===== config.mk =====
export PLATFORM = sky130hd
export DESIGN_NAME = zst_window
export DESIGN_NICKNAME = d
export VERILOG_FILES = /design/src/hdl/zhang_suen_thinning_pass_macros.svh /design/src/hdl/zst_pkg.sv /design/src/hdl/zst_window.sv
export SDC_FILE = /design/constraint.sdc
export NUM_CORES = 1
export LEC_CHECK = 0
export BUFFER_PORTS_ARGS = -buffer_cell sky130_fd_sc_hd__buf_2
export CAP_MARGIN = 10
export CORE_UTILIZATION = 45
export DETAILED_ROUTE_END_ITERATION = 8
export HOLD_SLACK_MARGIN = 0.1
export PLACE_DENSITY = 0.68
export SYNTH_ARGS = -nofsm -noshare
export SYNTH_HDL_FRONTEND = slang
export SYNTH_SLANG_ARGS = --single-unit

===== constraint.sdc =====
create_clock -name clk -period 3.58 [get_ports clk]
set_clock_uncertainty 0.15 [all_clocks]
set_input_delay 0.179 -clock clk [delete_from_list [all_inputs] [get_ports clk]]
set_output_delay 0.179 -clock clk [all_outputs]
set_load 0.02 [all_outputs]

===== src/hdl/zhang_suen_thinning_pass_macros.svh =====
// Assertion helpers shared by the thinning pass RTL.
// Every property is sampled on the rising edge of clk and is off while rst is high.
`ifndef ZHANG_SUEN_THINNING_PASS_MACROS_SVH
`define ZHANG_SUEN_THINNING_PASS_MACROS_SVH

// The condition holds at every edge.
`define ZST_ASSERT_ALWAYS(label, expr, msg) \
  label: assert property (@(posedge clk) disable iff (rst) (expr)) else $error(msg);

// The consequence holds in the same cycle as the antecedent.
`define ZST_ASSERT_IMPLY(label, ante, cons, msg) \
  label: assert property (@(posedge clk) disable iff (rst) (ante) |-> (cons)) else $error(msg);

// The consequence holds in the cycle after the antecedent.
`define ZST_ASSERT_NEXT(label, ante, cons, msg) \
  label: assert property (@(posedge clk) disable iff (rst) (ante) |=> (cons)) else $error(msg);

`endif


===== src/hdl/zst_pkg.sv =====
package zst_pkg;

  localparam int PIX_W             = 8;
  localparam int CFG_W             = 12;
  localparam int CFG_IDX_W         = 2;
  localparam int WIDTH_FIELD_W     = 11;
  localparam int HEIGHT_FIELD_W    = 12;
  localparam int ROW_W             = 13;
  localparam int MIN_SIZE          = 3;
  localparam int DEFAULT_MAX_WIDTH = 1024;
  localparam int RESET_WIDTH       = 1024;
  localparam int RESET_HEIGHT      = 1024;
  localparam int NEIGHBOR_LIMIT    = 7;

  typedef enum logic [CFG_IDX_W-1:0] {
    REG_IMAGE_WIDTH  = 2'd0,
    REG_IMAGE_HEIGHT = 2'd1,
    REG_SUBITERATION = 2'd2
  } cfg_reg_t;

  typedef logic [PIX_W-1:0] pixel_t;

  // One line store entry: the row two above and the row just above.
  typedef struct packed {
    pixel_t upper;
    pixel_t lower;
  } line_pair_t;

  typedef struct packed {
    logic emit;
    logic interior;
    logic last;
  } stage_ctl_t;

  // Window foreground bits are indexed row * 3 + column, column 2 newest.
  function automatic logic center_deletable(logic [8:0] fgb, logic subiter);
    logic [7:0] nb;
    logic [3:0] count;
    logic [3:0] trans;
    logic       n, e, s, w;
    logic       rule_ok;
    // Neighbors in cyclic order N, NE, E, SE, S, SW, W, NW.
    nb = {fgb[0], fgb[3], fgb[6], fgb[7], fgb[8], fgb[5], fgb[2], fgb[1]};
    count = '0;
    trans = '0;
    for (int k = 0; k < 8; k++) begin
      count = count + 4'(nb[k]);
      trans = trans + 4'(!nb[k] && nb[(k + 1) % 8]);
    end
    n = nb[0];
    e = nb[2];
    s = nb[4];
    w = nb[6];
    if (subiter) begin
      rule_ok = !(n && e && w) && !(n && s && w);
    end else begin
      rule_ok = !(n && e && s) && !(e && s && w);
    end
    return fgb[4] && (count >= 4'd2) && (count < 4'(NEIGHBOR_LIMIT)) &&
           (trans == 4'd1) && rule_ok;
  endfunction

endpackage


===== src/hdl/zst_window.sv =====
module zst_window (
  input  logic                clk,
  input  logic                rst,
  input  logic                clear,
  input  logic                shift,
  input  logic                frame_end,
  input  zst_pkg::line_pair_t col_rd,
  input  zst_pkg::pixel_t     pix_in,
  input  logic                subiter,
  output zst_pkg::pixel_t     center,
  output logic                deletable
);
  import zst_pkg::*;

  logic [8:0][PIX_W-1:0] win;
  logic [8:0][PIX_W-1:0] win_next;
  logic [8:0]            fgb;

  // The window as it stands once the new column has shifted in; the
  // decision is taken on this view.
  always_comb begin
    for (int k = 0; k < 3; k++) begin
      win_next[k * 3 + 0] = win[k * 3 + 1];
      win_next[k * 3 + 1] = win[k * 3 + 2];
    end
    win_next[2] = col_rd.upper;
    win_next[5] = col_rd.lower;
    win_next[8] = pix_in;
    for (int i = 0; i < 9; i++) begin
      fgb[i] = (win_next[i] != '0);
    end
    center    = win_next[4];
    deletable = center_deletable(fgb, subiter);
  end

  always_ff @(posedge clk) begin
    if (rst || clear) begin
      win <= '0;
    end else if (shift) begin
      if (frame_end) begin
        win <= '0;
      end else begin
        win <= win_next;
      end
    end
  end

endmodule


Word-level counts from Yosys, hierarchy flattened
Index checks and enable logic that the tools add are counted.

Output and inout port bits: 9. Input bits: 30. Logic and storage cells: 68. Register bits after elaboration: 48.

Reduce and logical (&&, ||, !) cells: 43. Multiplexer cells: 2. Equality and inequality tests: 1. Add/sub/neg operators: 14. $lt $le $gt $ge: 2.

Operators by type and width (number): $mux 72 (1); $reduce_bool 8->1 (9); $add 4x1->4 (8); $logic_and 1x1->1 (21); $logic_not 1->1 (12); $add 3x1->4 (2); $add 2x1->3 (2); $add 1x1->2 (2); $eq 4x1->1 const B (1); $ge 4x2->1 const B (1); $lt 4x3->1 const B (1); $logic_or 1x1->1 (1); $mux 1 (1).

Depth between registers and ports, before layout
Gate-level depths: netlist (run 1).

Word-level depth: 13. Depth in mapped cells: 14. Mapped depth without buffers: 14.

Worst setup path before layout (run 1)
Ideal clock, no wire load.

Path type: reg2out. Start: register win[23] (netlist bit). End: output port deletable. Data arrival time: 3.968 ns. Setup slack: -0.717 ns. Data required time: 3.251 ns. Path buffers: 0. Stages on the path, launching flop included: 14. Cell sequence: dfxtp_1 nor4_1 nand2_1 a21oi_1 fa_1 fa_1 inv_1 fa_1 inv_1 ha_1 fa_1 nand4b_1 a221o_1 a2111oi_2.

Cells in the longest elaborated chain, start to end: 13. Elaborated cells between the ends (all ways): 36. Those cells by class: add/sub (14); order compare (2); eq/ne (1); mux (1); reduce/logical (18).

RTL lines: from (decl) (RTL line zst_window.sv:15) `logic [8:0][PIX_W-1:0] win;`; from (signal assigned) (RTL line zst_window.sv:43) `win <= win_next;`; $reduce_bool 8->1 (*) (RTL line zst_window.sv:30) `fgb[i] = (win_next[i] != '0);`; $add 1x1->2 / $logic_not 1->1 (equally long branches) (RTL line zst_pkg.sv:47, zst_pkg.sv:48); $add 2x1->3 / $logic_and 1x1->1 (equally long branches) (RTL line zst_pkg.sv:47, zst_pkg.sv:48); $add 3x1->4 / $add 1x1->2 (equally long branches) (RTL line zst_pkg.sv:47, zst_pkg.sv:48); $add 4x1->4 / $add 2x1->3 (equally long branches) (RTL line zst_pkg.sv:47, zst_pkg.sv:48); $add 4x1->4 / $add 3x1->4 (equally long branches) (RTL line zst_pkg.sv:47, zst_pkg.sv:48); $add 4x1->4 (on tied branches) (2 in series) (RTL line zst_pkg.sv:47, zst_pkg.sv:48); $ge 4x2->1 / $add 4x1->4 (equally long branches) (RTL line zst_pkg.sv:59, zst_pkg.sv:48); $logic_and 1x1->1 / $add 4x1->4 (equally long branches) (RTL line zst_pkg.sv:59, zst_pkg.sv:48); $logic_and 1x1->1 / $eq 4x1->1 (equally long branches) (RTL line zst_pkg.sv:59, zst_pkg.sv:60); $logic_and 1x1->1 (RTL line zst_pkg.sv:59) `return fgb[4] && (count >= 4'd2) && (count < 4'(NEIGHBOR_LIMIT)) &&`; $logic_and 1x1->1 (*) (RTL line zst_pkg.sv:60) `(trans == 4'd1) && rule_ok;`; to (decl) (RTL line zst_window.sv:11) `output logic deletable`.

Every way passes the cells marked *; elsewhere a longest branch is shown, timed or not.

Worst setup path after layout (run 1)
Start: register win[10] (netlist bit). End: output port deletable.

Cells in the longest elaborated chain, start to end: 7. Elaborated cells between the ends (all ways): 14. Those cells by class: add/sub (3); order compare (2); eq/ne (1); reduce/logical (8).

RTL lines: $reduce_bool 8->1 (*) (RTL line zst_window.sv:30); $logic_and 1x1->1, or another cell as far along (RTL line zst_pkg.sv:48) `trans = trans + 4'(!nb[k] && nb[(k + 1) % 8]);`; $add 4x1->4, or another cell as far along (RTL line zst_pkg.sv:48); $add 4x1->4 / $logic_and 1x1->1 (equally long branches) (RTL line zst_pkg.sv:48, zst_pkg.sv:59); $eq 4x1->1 / $logic_and 1x1->1 (equally long branches) (RTL line zst_pkg.sv:60, zst_pkg.sv:59); $logic_and 1x1->1 (*) (RTL line zst_pkg.sv:59); $logic_and 1x1->1 (*) (RTL line zst_pkg.sv:60).

Marked as above.

==> out/results.tsv, run 1 <==
stage	metric	value	unit
synthesis	yosysMostFrequentCell	a21oi_1	
finish	antennaDiodeCount	0	
die	rows	26	
synthesis	synth_flop_cell	dfxtp_1	
die	die-area	5880	um^2
grt	met3_usage	0.0405	
routing	avgRoutedWirePerCell	13.2	um
synthesis	synth-edff-count	0	
power_and_ir_drop	peakVddDrop	331	uV
grt	grt_use_met1	0.271	
synthesis	netlist_top_cells_count	52 x a21oi_1, 48 x dfxtp_1, 26 x nand2b_1, 26 x nand3b_1, 26 x nor2_1	
place	pre_cts_ws	-0.828	ns
power_and_ir_drop	switching_share	0.257	
cts	insertion_delay	0.29	ns
sta	post-route-min-period	4.51	ns
run	maxCapViolCount	0	
sta	slew-limit-headroom	0.594	
hold_path	hold_path.class	in2reg	
die	die_w	76.7	um
grt	grt_pass1_vias	2242	
status	violations	setup timing	
die	io_pins	39	
synthesis	ys_seq_elements	48	
setup_path	start_kind	register	
routing	drtAntennaViolNets	0	
finish	seqCellArea	965	um^2
finish	fin_cells	460	
die	initial_utilization	0.479	
cts	cts_max_level	2	
power_and_ir_drop	combinationalPowerShare	0.211	
finish	finish.utilization	0.675	
sta	setup_viol	1	
power_and_ir_drop	pwr-share-clk	0.326	
finish	fillers	447	
finish	syn_to_final_growth	40.8	%
place	dp.cells	428	
synthesis	syn-cell-area	2510	um^2
finish	drive_gt1_frac	0.331	
grt	grt_use_met2	0.391	
place	place_area	3120	um^2
cts	clkSinkCount	48	
grt	grt_pass1_wl	10300	um
sta	max_freq	0.222	GHz
sta	worst_hold_slack	0.148	ns
synthesis	synth_cells	290	
routing	dr.pass1.iters	4	
cts	cts_tree	built	
place	gp_congestion	0.800	
setup_path	required	3.25	ns
setup_path	criticalPathCategory	reg2out	
cts	clk_pin_slew	0.09	ns
sta	hold_viol	0	
die	die_h	76.7	um
synthesis	ys_seq_area_frac	0.383	
synthesis	async_flop_share	0	
grt	grt.busiest_layer	met2	
power_and_ir_drop	p_switching	302	uW
finish	final_area	3530	um^2
finish	nets	434	
place	dp_hpwl	4010	um
synthesis	synth_top_area_share	0.383	
sta	finalWorstSetupSlack	-0.925	ns
setup_path	r2r_slack	2.50	ns
routing	drtIter0Drc	119	
routing	avgViaCountPerCell	5.01	
setup_path	end_kind	output pin	
routing	dr_total_vias	2303	
power_and_ir_drop	power_density	333	nW/um^2
synthesis	yosys.area.top_type	dfxtp_1	
sta	min_period_over_period	1.26	
place	port_buffers	38	
grt	antenna_found_initial	0	
die	core_area	5240	um^2
cts	cts_root_buf	clkbuf_8	
setup_path	crit_fanout	3	
synthesis	yosys-top-cells-area	dfxtp_1 38%, a21oi_1 10%, nand3b_1 7.8%	
synthesis	ys_types	28	
setup_path	crit_arrival	4.18	ns
grt	grt_usage	0.219	
power_and_ir_drop	intPower	874	uW
synthesis	synth.avg_cell_area	8.65	um^2
grt	grt_overflow	0	
finish	multi_input_area	1500	um^2
power_and_ir_drop	leakagePower	1.46	nW
power_and_ir_drop	seq_power_share	0.464	
routing	drt_drc_violations_left	0	
status	status	complete, but fails checks	
sta	worst_slew_pin_slew	0.610	ns
cts	cts_buffers	5	
cts	cts_max_path_buffers	2	
grt	grt_max_degree	75	
synthesis	synth_nets	335	
sta	rsz0062_at_grt	true	
synthesis	ys_warn_count	0	
sta	drv_slew	0	
routing	drt-total-wl	6090	um
==> worst max-delay path, cell delays in order (launching register included) <==
cell	delay [ns]
dfxtp_1	0.32
or4_4	0.54
nor2_4	0.12
buf_6	0.10
fa_1	0.42
inv_2	0.07
fa_1	0.43
fa_1	0.52
ha_2	0.22
fa_2	0.37
xor2_2	0.17
nand3_2	0.08
o21ai_2	0.07
a2111oi_4	0.26
buf_4	0.19
==> sequential cells by signal, indices dropped and copies added, names as in the netlist <==
name	flops
win	40
center	8
==> stage by stage <==
step	TNS (ns)	total power, mW
finish	-0.925	1.18
global route	-1.09	1.24
CTS	-0.911	1.16
detailed placement	-0.828	0.759
global placement	-0.783	0.755
floorplan	-0.529	0.679
==> worst paths after layout <==
| kind | start | end | depth (start not counted) |
|---|---|---|---|
| worst max-delay path | win[10] | deletable | 14 |
| worst min-delay path | col_rd[3] | center[3] | 4 |
| worst max register to register | win[17] | win[17] | 4 |
| worst min register to register | win[60] | win[60] | 2 |
==> power by group through the flow <==
stage                     Sequential, mW  Clock (mW)  Combinational, mW
after floorplan                    0.556           0              0.123
after global placement             0.557           0              0.198
after detailed placement           0.557           0              0.202
after CTS                          0.545       0.391              0.227
after global routing               0.546       0.418              0.272
final                              0.545       0.383              0.248
==> placed cells by master (no fill, tap or decap), drive strengths merged <==
cell,instances
buf,94
a21oi,52
dfxtp,48
nand3b,26
nand2b,26
nor2,26
nor2b,24
dlygate4sd3,23
nor4,16
nand2,10
fa,8
inv,8
ha,7
clkbuf,6
or4,2
nand3,2
o21ai,2
o211ai,1
nor3,1
xor2,1
a21o,1
nand4b,1
a221o,1
a2111oi,1
or2,1
bufinv,1
clkinv,1
==> logic make-up (layout without fill, tap and decap cells) <==
family	count (synthesis)	after routing	share of synthesized area
AO/OA/AOI/OAI	58	58	0.126
XOR/XNOR	1	1	0.00349
adder cells (fa/ha/maj)	15	15	0.0988
buffers and inverters	33	133	0.0628
flip-flops	48	48	0.383
AND/OR/NAND/NOR	135	135	0.326
==> cell type report <==
type,count,area share
tap,70,0.0248
multi-input combinational,209,0.424
sequential,48,0.273
timing repair buffer,117,0.240
inverter,8,0.00850
clock buffer,6,0.0205
clock inverter,2,0.00992
==> routing by layer <==
metal / wire [um] / vias up
li1: - / 1182
met2: 3260 / 29
met3: 144 / 2
met1: 2650 / 1090
met4: 27 / 0
met5: 0 / -
==> repair_timing <==
action	4_1_cts	5_1_grt
pin swaps	7	10
setup buffers	1	0
hold endpoints to repair	23	0
setup endpoints to repair	1	1
resized for setup	6	13
hold buffers	23	0
Note: power is estimated with default switching activity, not from simulation.
==> run 2, diff against run 1 <==
- RECOVER_POWER: default -> 25
==> run 2 against run 1 <==
- the run ends with capacitance limit, slew limit, setup timing left
- setup slack worse by 0.0013 ns
- cell count unchanged
- hold slack is essentially flat
- first-iteration DRC count unchanged
- highest routed layer unchanged
- critical path type unchanged
- global-route usage unchanged
- non-clock buffer count is the same
- flip-flop and latch count did not move
- combinational power about the same
- largest power group unchanged
- wire length decreased by 0.20%
- clock power about the same
==> out/results.tsv, run 2 (synthesis results as in run 1) <==
stage	metric	value	unit	change
finish	top_register	win		
routing	dr.pass1.iters	4		unchanged
die	die_h	76.7	um	unchanged
setup_path	r2r_end	win[20]		
cts	cts_tree	built		
sta	hold_viol	0		unchanged
place	gp_congestion	0.800		unchanged
die	core_area	5240	um^2	unchanged
sta	max_freq	0.222	GHz	about the same
setup_path	crit_start	win[10]		
cts	clkSinkCount	48		unchanged
grt	grt_overflow	0		unchanged
finish	largest_reg_flops	40		unchanged
finish	layout_commonest_cell	buf_4		
finish	finish.utilization	0.674		-0.000717
finish	syn_to_final_growth	40.7	%	
sta	rsz0062_at_grt	true		
grt	grt_pass1_vias	2242		unchanged
setup_path	crit_fanout	3		unchanged
routing	drt-total-wl	6070	um	-0.20%
setup_path	r2r_slack	2.42	ns	-0.08 ns
finish	antennaDiodeCount	0		unchanged
cts	cts_buffers	5		unchanged
setup_path	end_kind	output pin		
die	rows	26		unchanged
cts	clk_pin_slew	0.09	ns	about the same
finish	drive_gt1_frac	0.328		-0.00256
sta	drv_slew	75		+75
power_and_ir_drop	power_density	333	nW/um^2	+0.12%
routing	dr_total_vias	2297		-0.26%
place	port_buffers	38		unchanged
cts	insertion_delay	0.29	ns	about the same
cts	cts_root_buf	clkbuf_8		
finish	nets	434		unchanged
sta	setup_viol	1		unchanged
die	initial_utilization	0.479		unchanged
setup_path	rr_startpoint	win[20]		
setup_path	reg2regPathDepth	4		unchanged
power_and_ir_drop	peakVddDrop	331	uV	about the same
routing	avgViaCountPerCell	4.99		-0.26%
grt	antenna_found_initial	0		unchanged
cts	cts_max_level	2		unchanged
hold_path	hold_path.class	in2reg		
die	die_w	76.7	um	unchanged
routing	drt_drc_violations_left	0		unchanged
status	status	complete, but fails checks		
sta	fin_setup_tns	-0.927	ns	-0.00134 ns
finish	fin_cells	460		unchanged
setup_path	crit_arrival	4.18	ns	about the same
sta	post-route-min-period	4.51	ns	+0.00134 ns
grt	grt_usage	0.219		unchanged
routing	avgRoutedWirePerCell	13.2	um	-0.20%
grt	grt_max_degree	75		unchanged
setup_path	start_kind	register		
routing	drtAntennaViolNets	0		unchanged
place	dp_hpwl	4010	um	unchanged
place	dp.cells	428		unchanged
setup_path	criticalPathCategory	reg2out		
finish	most-common-layout-cells	55 x buf_4, 51 x a21oi_1, 45 x dfxtp_1, 37 x buf_2		
routing	drtIter0Drc	119		unchanged
setup_path	crit_end	deletable		
sta	min_period_over_period	1.26		about the same
die	die-area	5880	um^2	unchanged
run	maxCapViolCount	1		+1
status	violations	capacitance limit, slew limit, setup timing		
power_and_ir_drop	leakagePower	1.45	nW	-0.25%
setup_path	required	3.25	ns	about the same
sta	slew-limit-headroom	-0.709		-1.30
sta	finalWorstSetupSlack	-0.927	ns	-0.00134 ns
sta	worst_slew_pin_slew	2.56	ns	+1.95 ns
grt	grt_pass1_wl	10300	um	unchanged
cts	cts_max_path_buffers	2		unchanged
die	io_pins	39		unchanged
-- run 2: cell count changes in the layout (fill, tap and decap cells not counted), sizes merged --
cell,change
buf,-1
clkbuf,+1
-- run 2: where the power goes --
group	internal (mW)	leakage (nW)	total (mW)	switching [mW]
combinational	0.127	1.01	0.248	0.121
clock	0.207	0.0552	0.383	0.175
sequential	0.540	0.389	0.545	0.00559
-- run 2: routing by layer --
layer / up-vias / routed length [um] / track usage
met5: - / 0 / 0
met4: 0 / 27 / 0.0462
met3: 2 / 127 / 0.0405
met2: 25 / 3210 / 0.391
met1: 1089 / 2710 / 0.271
li1: 1181 / - / -
-- run 2: final cells by class --
class / count / area (um^2)
Fill cell: 449 / 1710
Sequential cell: 48 / 965
Tap cell: 70 / 87.6
Multi-Input combinational cell: 209 / 1500
Inverter: 8 / 30.0
Timing Repair Buffer: 117 / 843
Clock inverter: 2 / 35.0
Clock buffer: 6 / 72.6
-- run 2: worst max-delay path, cell delays in order (launching register included) --
cell and delay [ns]:
dfxtp_1 0.32, or4_4 0.54, nor2_4 0.12, buf_6 0.10
fa_1 0.42, inv_2 0.07, fa_1 0.43, fa_1 0.52
ha_2 0.22, fa_2 0.37, xor2_2 0.17, nand3_2 0.08
o21ai_2 0.07, a2111oi_4 0.26, buf_4 0.19
-- run 2: per-stage QoR --
stage                     hold slack [ns]  power (mW)  worst slack, ns  instance area (um^2)
after global routing                0.148        1.24            -1.09                  3530
after detailed placement            0.289       0.759           -0.828                  3120
after global placement              0.281       0.755           -0.783                  3120
after CTS                           0.149        1.16           -0.911                  3490
final                               0.148        1.18           -0.927                  3530
after floorplan                     0.168       0.679           -0.529                  2560
-- run 2: worst min-delay path by stage --
| stage | from | end | cells after the start |
|---|---|---|---|
| CTS | col_rd[3] | center[3] | 4 |
| finish | col_rd[3] | center[3] | 4 |
| floorplan | col_rd[8] | win[16] | 2 |
| global route | col_rd[3] | center[3] | 4 |
| detailed placement | col_rd[5] | center[5] | 3 |
| global placement | col_rd[5] | center[5] | 3 |
-- run 2: what timing repair did --
| item | 4_1_cts | 5_1_grt |
|---|---|---|
| pin swaps | 7 | 10 |
| hold buffers | 23 | 0 |
| endpoints found under the hold margin | 23 | 0 |
| setup buffers | 1 | 0 |
| resized for setup | 6 | 13 |
| setup endpoints to repair | 1 | 1 |
